==> src/rtl/core/trial_division_primality_core_assert.svh <==
// ----------------------------------------------------------------------------
// trial_division_primality_core_assert.svh
// assertion macros for the trial division primality core
// ----------------------------------------------------------------------------
`ifndef TRIAL_DIVISION_PRIMALITY_CORE_ASSERT_SVH
`define TRIAL_DIVISION_PRIMALITY_CORE_ASSERT_SVH

`ifndef SYNTHESIS

// same-cycle implication
`define TDP_ASSERT_IMP(lbl, clk, rstn, ante, cons) \
    lbl: assert property (@(posedge clk) disable iff (!(rstn)) (ante) |-> (cons)) \
        else $error("assertion failed: same-cycle implication");

// next-cycle implication
`define TDP_ASSERT_NXT(lbl, clk, rstn, ante, cons) \
    lbl: assert property (@(posedge clk) disable iff (!(rstn)) (ante) |=> (cons)) \
        else $error("assertion failed: next-cycle implication");

`else

`define TDP_ASSERT_IMP(lbl, clk, rstn, ante, cons)
`define TDP_ASSERT_NXT(lbl, clk, rstn, ante, cons)

`endif

`endif

==> src/rtl/core/tdp_pkg.sv <==
// ----------------------------------------------------------------------------
// tdp_pkg
// shared constants and types of the trial division primality core
// ----------------------------------------------------------------------------
package tdp_pkg;

    // default operand width
    localparam int VALUE_WIDTH_DEF = 32;

    // verdict codes
    typedef logic [1:0] verdict_t;
    localparam verdict_t VERDICT_PRIME     = 2'd0;
    localparam verdict_t VERDICT_COMPOSITE = 2'd1;
    localparam verdict_t VERDICT_NEGATIVE  = 2'd2;

    // divider status toward the sequencer
    typedef struct packed {
        logic busy;
        logic done;
    } div_stat_t;

endpackage

==> src/rtl/core/tdp_divider.sv <==
// ----------------------------------------------------------------------------
// tdp_divider
// restoring radix-2 divider, one quotient bit per cycle
// ----------------------------------------------------------------------------
module tdp_divider #(
    parameter int MAG_WIDTH = tdp_pkg::VALUE_WIDTH_DEF - 1
) (
    input  logic                  aclk,
    input  logic                  aresetn,
    input  logic                  start,
    input  logic [MAG_WIDTH-1:0]  dividend,
    input  logic [MAG_WIDTH-1:0]  divisor,
    output logic [MAG_WIDTH-1:0]  quotient,
    output logic [MAG_WIDTH-1:0]  remainder,
    output tdp_pkg::div_stat_t    stat
);
    import tdp_pkg::*;

    localparam int CNT_WIDTH = $clog2(MAG_WIDTH + 1);

    logic [MAG_WIDTH-1:0] rem_reg;
    logic [MAG_WIDTH-1:0] quo_reg;
    logic [MAG_WIDTH-1:0] den_reg;
    logic [CNT_WIDTH-1:0] cnt_reg;
    logic                 busy_reg;
    logic                 done_reg;
    logic [MAG_WIDTH:0]   trial_next;

    // shared subtractor: partial remainder with next dividend bit, minus divisor
    assign trial_next = {rem_reg, quo_reg[MAG_WIDTH-1]} - {1'b0, den_reg};

    // control registers
    always_ff @(posedge aclk) begin
        if (!aresetn) begin
            busy_reg <= 1'b0;
            done_reg <= 1'b0;
            cnt_reg  <= '0;
        end else begin
            // done pulses once, right after the last quotient bit
            done_reg <= busy_reg && !start && (cnt_reg == CNT_WIDTH'(1));
            if (start) begin
                busy_reg <= 1'b1;
                cnt_reg  <= CNT_WIDTH'(MAG_WIDTH);
            end else if (busy_reg) begin
                cnt_reg <= cnt_reg - 1'b1;
                if (cnt_reg == CNT_WIDTH'(1)) begin
                    busy_reg <= 1'b0;
                end
            end
        end
    end

    // datapath: shift, compare and restore
    always_ff @(posedge aclk) begin
        if (start) begin
            rem_reg <= '0;
            quo_reg <= dividend;
            den_reg <= divisor;
        end else if (busy_reg) begin
            if (!trial_next[MAG_WIDTH]) begin
                rem_reg <= trial_next[MAG_WIDTH-1:0];
                quo_reg <= {quo_reg[MAG_WIDTH-2:0], 1'b1};
            end else begin
                rem_reg <= {rem_reg[MAG_WIDTH-2:0], quo_reg[MAG_WIDTH-1]};
                quo_reg <= {quo_reg[MAG_WIDTH-2:0], 1'b0};
            end
        end
    end

    assign quotient  = quo_reg;
    assign remainder = rem_reg;
    assign stat.busy = busy_reg;
    assign stat.done = done_reg;

endmodule

==> src/rtl/core/trial_division_primality_core.sv <==
// ----------------------------------------------------------------------------
// trial_division_primality_core
// classifies a signed integer as prime, not prime or negative
// ----------------------------------------------------------------------------
// Usage:
//   Input channel s_valid/s_ready/s_value carries one two's complement value.
//   Result channel m_valid/m_ready/m_verdict returns one verdict per value:
//   0 prime, 1 not prime (0 and 1 included), 2 negative input.
//   s_ready is high only while the sequencer is idle; one value is in work
//   at a time. A negative value, 0 or 1 is classified without the divider.
//   Otherwise divisors d = 2, 3, ... are tried while d <= value / d, each
//   trial running in the one shared restoring divider (a start step,
//   VALUE_WIDTH - 1 quotient bits and a decision step).
//   Worst case at 32 bits is a large prime: about 46341 trials.
//   The verdict sits in an output register; a new value may be transferred
//   while it waits. If the receiver stalls and a new verdict is ready, the
//   sequencer holds it until the output register frees up.
//   Reset (aresetn low, synchronous) drops any value in work and any
//   pending verdict.
// ----------------------------------------------------------------------------
`include "trial_division_primality_core_assert.svh"

module trial_division_primality_core #(
    parameter int VALUE_WIDTH = tdp_pkg::VALUE_WIDTH_DEF
) (
    input  logic                          aclk,
    input  logic                          aresetn,
    input  logic                          s_valid,
    output logic                          s_ready,
    input  logic signed [VALUE_WIDTH-1:0] s_value,
    output logic                          m_valid,
    input  logic                          m_ready,
    output logic [1:0]                    m_verdict
);
    import tdp_pkg::*;

    localparam int MAG_WIDTH = VALUE_WIDTH - 1;

    typedef enum logic [1:0] {
        ST_IDLE,
        ST_DIVIDE,
        ST_FINISH
    } state_t;

    state_t               state_reg;
    logic [MAG_WIDTH-1:0] value_reg;
    logic [MAG_WIDTH-1:0] d_reg;
    logic [MAG_WIDTH-1:0] d_next;
    logic                 start_reg;
    verdict_t             verdict_reg;
    logic                 m_valid_reg;
    verdict_t             m_verdict_reg;
    logic [MAG_WIDTH-1:0] div_quo;
    logic [MAG_WIDTH-1:0] div_rem;
    div_stat_t            div_stat;

    // shared divider
    tdp_divider #(
        .MAG_WIDTH (MAG_WIDTH)
    ) u_divider (
        .aclk      (aclk),
        .aresetn   (aresetn),
        .start     (start_reg),
        .dividend  (value_reg),
        .divisor   (d_reg),
        .quotient  (div_quo),
        .remainder (div_rem),
        .stat      (div_stat)
    );

    assign d_next = d_reg + 1'b1;

    // sequencer and output register
    always_ff @(posedge aclk) begin
        if (!aresetn) begin
            state_reg   <= ST_IDLE;
            start_reg   <= 1'b0;
            m_valid_reg <= 1'b0;
        end else begin
            // finish state reloads the output register itself
            if (m_valid_reg && m_ready && state_reg != ST_FINISH) begin
                m_valid_reg <= 1'b0;
            end
            unique case (state_reg)
                ST_IDLE: begin
                    if (s_valid) begin
                        value_reg <= s_value[MAG_WIDTH-1:0];
                        d_reg     <= MAG_WIDTH'(2);
                        if (s_value[VALUE_WIDTH-1]) begin
                            verdict_reg <= VERDICT_NEGATIVE;
                            state_reg   <= ST_FINISH;
                        end else if (s_value[MAG_WIDTH-1:1] == '0) begin
                            verdict_reg <= VERDICT_COMPOSITE;
                            state_reg   <= ST_FINISH;
                        end else begin
                            start_reg <= 1'b1;
                            state_reg <= ST_DIVIDE;
                        end
                    end
                end
                ST_DIVIDE: begin
                    // bound check, then remainder check, then next divisor
                    if (div_stat.done) begin
                        if (d_reg > div_quo) begin
                            verdict_reg <= VERDICT_PRIME;
                            state_reg   <= ST_FINISH;
                        end else if (div_rem == '0) begin
                            verdict_reg <= VERDICT_COMPOSITE;
                            state_reg   <= ST_FINISH;
                        end else begin
                            d_reg     <= d_next;
                            start_reg <= 1'b1;
                        end
                    end else begin
                        start_reg <= 1'b0;
                    end
                end
                ST_FINISH: begin
                    if (!m_valid_reg || m_ready) begin
                        m_valid_reg   <= 1'b1;
                        m_verdict_reg <= verdict_reg;
                        state_reg     <= ST_IDLE;
                    end
                end
                default: begin
                    state_reg <= ST_IDLE;
                end
            endcase
        end
    end

    assign s_ready   = (state_reg == ST_IDLE);
    assign m_valid   = m_valid_reg;
    assign m_verdict = m_verdict_reg;

    // divider finishes only while the sequencer waits on it
    `TDP_ASSERT_IMP(a_done_in_divide, aclk, aresetn, div_stat.done, state_reg == ST_DIVIDE)
    // a start always sets the divider busy
    `TDP_ASSERT_NXT(a_start_busy, aclk, aresetn, start_reg, div_stat.busy)
    // trial divisor never drops below two while dividing
    `TDP_ASSERT_IMP(a_divisor_min, aclk, aresetn, state_reg == ST_DIVIDE, d_reg >= MAG_WIDTH'(2))
    // the divider is idle whenever a new value can be transferred
    `TDP_ASSERT_IMP(a_ready_idle, aclk, aresetn, s_ready, !div_stat.busy && !start_reg)

endmodule
==> config.mk <==
export PLATFORM = sky130hd
export DESIGN_NAME = trial_division_primality_core
export DESIGN_NICKNAME = d
export VERILOG_FILES = /design/src/rtl/core/tdp_pkg.sv /design/src/rtl/core/tdp_divider.sv /design/src/rtl/core/trial_division_primality_core.sv
export VERILOG_INCLUDE_DIRS = /design/src /design/src/rtl/core
export SDC_FILE = /design/constraint.sdc
export NUM_CORES = 1
export LEC_CHECK = 0
export BUFFER_PORTS_ARGS = -buffer_cell sky130_fd_sc_hd__buf_2
export CELL_PAD_IN_SITES_DETAIL_PLACEMENT = 1
export CELL_PAD_IN_SITES_GLOBAL_PLACEMENT = 2
export CORE_MARGIN = 1
export CORE_UTILIZATION = 35
export CTS_BUF_LIST = sky130_fd_sc_hd__clkbuf_2 sky130_fd_sc_hd__clkbuf_4 sky130_fd_sc_hd__clkbuf_8
export DETAILED_ROUTE_END_ITERATION = 10
export PLACE_DENSITY_LB_ADDON = 0.1
export SETUP_SLACK_MARGIN = 0.15
export SYNTH_ARGS = -nofsm -noshare
export SYNTH_HDL_FRONTEND = slang
export SYNTH_SLANG_ARGS = --single-unit
export TNS_END_PERCENT = 1
==> constraint.sdc <==
create_clock -name aclk -period 6.05 [get_ports aclk]
set_clock_uncertainty 0.2 [all_clocks]
set_input_delay 0.605 -clock aclk [delete_from_list [all_inputs] [get_ports aclk]]
set_output_delay 0.605 -clock aclk [all_outputs]
set_load 0.01 [all_outputs]
# == Yosys cells after proc, flatten, opt, wreduce, memory -nomap -nowiden ==
# Cells that the tools add are included.
# classes
mux,39
eq_ne,15
n_reduce_logical,18
order_cmp,1
add_sub_neg,3
# ops
op,n
31-bit 2-to-1 mux,7
31-bit one-hot mux with 2 select lines,1
32-bit by 31-bit subtractor with 32-bit output,1
"31-bit by 1-bit adder with 31-bit output, second input constant",1
31-bit greater-than comparator,1
31-bit zero test,1
30-bit zero test,1
2-bit 2-to-1 mux,13
6-bit AND reduction,3
"2-bit != test, second input constant",7
1-bit 2-to-1 mux,13
5-bit 2-to-1 mux,2
"3-bit != test, second input constant",3
2-bit one-hot mux with 3 select lines,1
3-bit AND reduction,2
"5-bit by 1-bit equality test with 1-bit output, second input constant",1
"5-bit by 1-bit subtractor with 5-bit output, second input constant",1
1-bit logical AND,4
2-bit one-hot mux with 2 select lines,1
4-bit AND reduction,1
2-bit nonzero test,2
"3-bit by 1-bit != test with 1-bit output, second input constant",1
"2-bit by 1-bit equality test with 1-bit output, second input constant",1
"2-bit equality test, second input constant",1
other kinds (5),6
# totals
elab_cells,89
output_inout_bits,4
reg_bits,170

# == Logic depth before layout (Yosys ltp) ==
# logic_depth
word_depth,5
mapped_depth,14
depth_no_buf,12

# == Modules after synthesis ==
# Synthesis repeated with hierarchy kept, for this count alone.
# unflattened
hier_cells,916
area_unflattened_um2,9633.0
# modules_own_cells
module,area_per_inst_um2,cells_each,instances,seq_area_each_um2
tdp_divider,5666.7,558,1,2622.5
trial_division_primality_core,3966.3,358,1,2062.0

# == Least setup slack after synthesis ==
# Ideal clock, no wire load.
# synth_path
path_type,flip-flop to flip-flop
from,reg d_reg[4]
to,"reg d_reg[0], enable pin"
path_stages_with_launch,11
path_buffers,0
arrival_time_ns,4.236
setup_slack_ns,1.148
setup_time_ns,0.467
cell_sequence,edfxtp_1 > ha_1 > a21o_1 > a21oi_1 > nor2b_1 > o31a_1 > o21ai_0 > a32oi_1 > nor2_1 > nand3_1 > a211oi_1
# synth_via
elab_chain_cells,3
# synth_rtl
element,line_no,text
start: declaration,trial_division_primality_core.sv:47,logic [MAG_WIDTH-1:0] d_reg;
start signal: assignment,trial_division_primality_core.sv:111,d_reg <= d_next;
31-bit greater-than comparator,trial_division_primality_core.sv:104,if (d_reg > div_quo) begin
2-bit != test (no line),n/a,
6-bit AND reduction (no line),n/a,
# No other way between the ends.
# A chain may end at the register's enable or synchronous reset.

# == Worst setup path after layout ==
# layout_path
from,reg u_divider.den_reg[1]
to,reg u_divider.rem_reg[24] (netlist: u_divider.remainder[24])
# layout_via
elab_chain_cells,2
# layout_rtl
element,line_no,text
start: declaration,tdp_divider.sv:23,logic [MAG_WIDTH-1:0] den_reg;
start signal: assignment,tdp_divider.sv:58,den_reg <= divisor;
32-bit by 31-bit subtractor with 32-bit output,tdp_divider.sv:30,"assign trial_next = {rem_reg, quo_reg[MAG_WIDTH-1]} - {1'b0, den_reg};"
31-bit 2-to-1 mux,tdp_divider.sv:60,if (!trial_next[MAG_WIDTH]) begin
end signal: assignment,tdp_divider.sv:61,rem_reg <= trial_next[MAG_WIDTH-1:0];
end signal: assignment,tdp_divider.sv:64,"rem_reg <= {rem_reg[MAG_WIDTH-2:0], quo_reg[MAG_WIDTH-1]};"
end: declaration,tdp_divider.sv:21,logic [MAG_WIDTH-1:0] rem_reg;
# No other way between the ends.

==> impl_metrics.py <==
metrics = {
    "outcome": {
        "status": "completed",
    },
    "min_path": {
        "holdCritStartpoint": "s_value[0]",
        "min_path_cells": 1,
        "min_to": "value_reg[0]",
        "hold_path.class": "in2reg",
    },
    "synth": {
        "ys_async_sr_fraction_pct": 0,
        "yosysTopAreaCell": "edfxtp_1",
        "synth_seq_cells": 170,
        "yosysWarnings": 0,
        "ys_seq_area_share_pct": 49.4,
        "synth_cells": 939,
        "synth.avg_cell_area_um2": 10.1,
        "post-synth-top-area-fraction_pct": 40.5,
        "synth_nets": 1041,
        "netlist_area_um2": 9480,
        "synth.area.top_cells": "edfxtp_1 (41%), dfxtp_1 (8.9%), ha_1 (8.6%)",
        "synth_edf_count": 128,
        "yosys.cell_types.count": 67,
        "ys.flop_type": "edfxtp_1",
    },
    "floorplan": {
        "rows": 59,
        "ios": 40,
        "floorplan.initialDensity_pct": 36.1,
        "die_h_um": 167,
        "die_w_um": 167,
        "core_area_um2": 26300,
        "die-area_um2": 27800,
    },
    "timing": {
        "max_slew_margin_pct": 32.7,
        "setup_viol": 0,
        "max_freq_mhz": 270,
        "fin_crit_ns": 3.71,
        "final.setup.tns_ns": 0,
        "hold_violations": 0,
        "worst_slew_pin_slew_ns": 1.01,
        "rsz0062_at_grt": "no",
        "min_period_over_period_pct": 61.3,
        "slew_violations": 0,
    },
    "global_route": {
        "grt_pass1_wl_um": 39100,
        "grt_max_degree": 61,
        "antenna_found_initial": 0,
        "grt_pass1_vias": 7159,
        "grtUsageTotal_pct": 18.0,
        "overflow": 0,
    },
    "critical_path": {
        "cp.arrival_ns": 3.89,
        "reg2reg_from": "u_divider.den_reg[1]",
        "crit_family": "compound AO/OA/AOI/OAI gates",
        "crit_chain": "inv_1 > ha_1 > nor2b_1 > o31ai_2 > a31o_2 > a211oi_2 > or2_4 > o2111ai_4 > and3_1 > o21ai_0 > o221ai_1",
        "worstRegToRegCells": 11,
        "crit_type": "reg2reg",
        "worstPathMaxFanout": 24,
        "crit_path_end_kind": "flip-flop",
        "rr_endpoint": "u_divider.remainder[24]",
        "start_kind": "flip-flop",
        "cp.required_ns": 6.23,
        "cp_slowest_cell": "and3_1",
        "ff2ff_setup_slack_ns": 2.34,
        "critical_path_buf_inv_count": 1,
        "slowest_delay_ns": 0.87,
    },
    "pwr": {
        "power.static_leakage_nw": 4.00,
        "p_per_area_nw_per_um2": 415,
        "peakVddDrop_mv": 0.129,
    },
    "drt": {
        "dr_wl_met2_um": 10900,
        "top_layer": "met4",
        "vias": 6894,
        "wl_per_cell_um": 18.2,
        "ant_nets": 0,
        "wl_met1_um": 11800,
        "firstDrtPassIters": 4,
        "drc_errors": 0,
        "drt_wl_total_um": 23900,
        "routed_via_density": 5.25,
        "wl_met3_um": 560,
        "drtIter0Drc": 327,
    },
    "finish": {
        "diodes": 0,
        "drive_above_1_share_pct": 9.50,
        "syn_to_final_growth_pct": 9.22,
        "fin_nets": 1068,
        "design_area_um2": 10400,
    },
    "cts": {
        "cts-root-buf": "clkbuf_8",
        "ctsHoldBuffers": 0,
        "cts_buffer_depth": 2,
        "cts_buffers": 17,
        "clk_pin_slew_worst_paths_ns": 0.11,
        "ctsHtreeMaxLevel": 4,
        "clk_latency_ns": 0.47,
        "cts_tree": "done",
        "postCtsSetupBuffers": 0,
        "cts-resized-gates": 0,
        "clock_sinks": 170,
    },
    "place": {
        "place.gp.congestion": 0.772,
        "portBuffers": 39,
        "placed_cell_area_um2": 9950,
        "hpwl_um": 17800,
    },
    "run": {
        "max_cap_violations": 0,
    },
}
==> cells in the final DEF, fill, tap and decap left out, drive strengths merged, types with 20 or more instances in the layout <==
cell / Yosys / final
nand3: 41 / 41
a21oi: 56 / 56
xor2: 31 / 31
nand4: 29 / 29
xnor2: 23 / 23
a311oi: 20 / 20
edfxtp: 128 / 128
nor2: 69 / 69
a21o: 24 / 24
o21ai: 81 / 81
clkbuf: 19 / 20
inv: 78 / 82
nand2: 82 / 82
buf: 20 / 47
dfxtp: 42 / 42
ha: 65 / 65
==> logic make-up (layout without fill, tap and decap cells) <==
family / count (synthesis) / in the layout / share of synthesized area (%)
muxes: 2 / 2 / 0.224
buffers and inverters: 118 / 158 / 5.42
and+or+nand+nor: 298 / 298 / 15.4
adders and majority gates: 66 / 66 / 8.79
DFF: 170 / 170 / 49.4
AOI/OAI and AO/OA: 231 / 231 / 15.7
xor gates and xnor gates: 54 / 54 / 4.99
==> power by group <==
| part | internal (mW) | switching, mW | total, mW |
|---|---|---|---|
| clock | 0.393 | 0.451 | 0.844 |
| combinational | 0.671 | 1.07 | 1.74 |
| sequential | 1.50 | 0.215 | 1.71 |
| total | 2.56 | 1.73 | 4.30 |
==> cell type report <==
cell class / count / area, µm²
timing repair buffer: 47 / 255
clock buffer: 20 / 263
inverter: 79 / 297
sequential: 170 / 4690
fill: 2994 / 15900
multi-input combinational: 651 / 4300
clock inverter: 12 / 139
tap: 335 / 419
==> through the flow <==
step / utilization [%] / std cells / hold WS, ns / setup WS (ns) / power [mW]
after global routing: 39.4 / 1314 / 0.0828 / 2.04 / 4.63
after floorplan: - / 939 / 0.200 / 1.15 / 3.00
after detailed placement: 37.9 / 1282 / 0.211 / 2.26 / 3.49
after global placement: 37.9 / 1282 / 0.211 / 2.37 / 3.49
after CTS: 39.4 / 1314 / 0.0900 / 2.25 / 4.35
final: 39.4 / 1314 / 0.120 / 2.34 / 4.30
==> worst register-to-register path, cell delays in order (launching register included) <==
cell,delay (ns)
edfxtp_1,0.43
inv_1,0.09
ha_1,0.22
nor2b_1,0.15
o31ai_2,0.23
a31o_2,0.25
a211oi_2,0.09
or2_4,0.28
o2111ai_4,0.25
and3_1,0.87
o21ai_0,0.35
o221ai_1,0.26
==> layer usage <==
metal / GRT usage [%] / vias up
met1: 24.5 / 3286
li1: - / 3483
met4: 6.72 / 0
met2: 29.1 / 91
met5: 0 / -
met3: 2.45 / 34
==> worst max-delay path by stage <==
stage | from | endpoint | slack (ns) | cells after the start
after global placement | u_divider.den_reg[1] | u_divider.remainder[24] | 2.37 | 11
after CTS | u_divider.den_reg[1] | u_divider.remainder[24] | 2.25 | 11
after global routing | u_divider.den_reg[1] | u_divider.remainder[21] | 2.04 | 11
after floorplan | d_reg[4] | d_reg[0] | 1.15 | 10
final | u_divider.den_reg[1] | u_divider.remainder[24] | 2.34 | 11
after detailed placement | u_divider.den_reg[1] | u_divider.remainder[24] | 2.26 | 11
==> synth_stat cells (18+ instances only) <==
cell type / number
edfxtp_1: 128
nand2_1: 82
inv_1: 78
nor2_1: 68
ha_1: 65
o21ai_0: 62
a21oi_1: 54
dfxtp_1: 42
nand3_1: 40
xor2_1: 31
nand4_1: 29
a21o_1: 24
xnor2_1: 23
a311oi_1: 20
clkbuf_1: 19
o21ai_1: 18
Power figures use the tool's default switching activity.
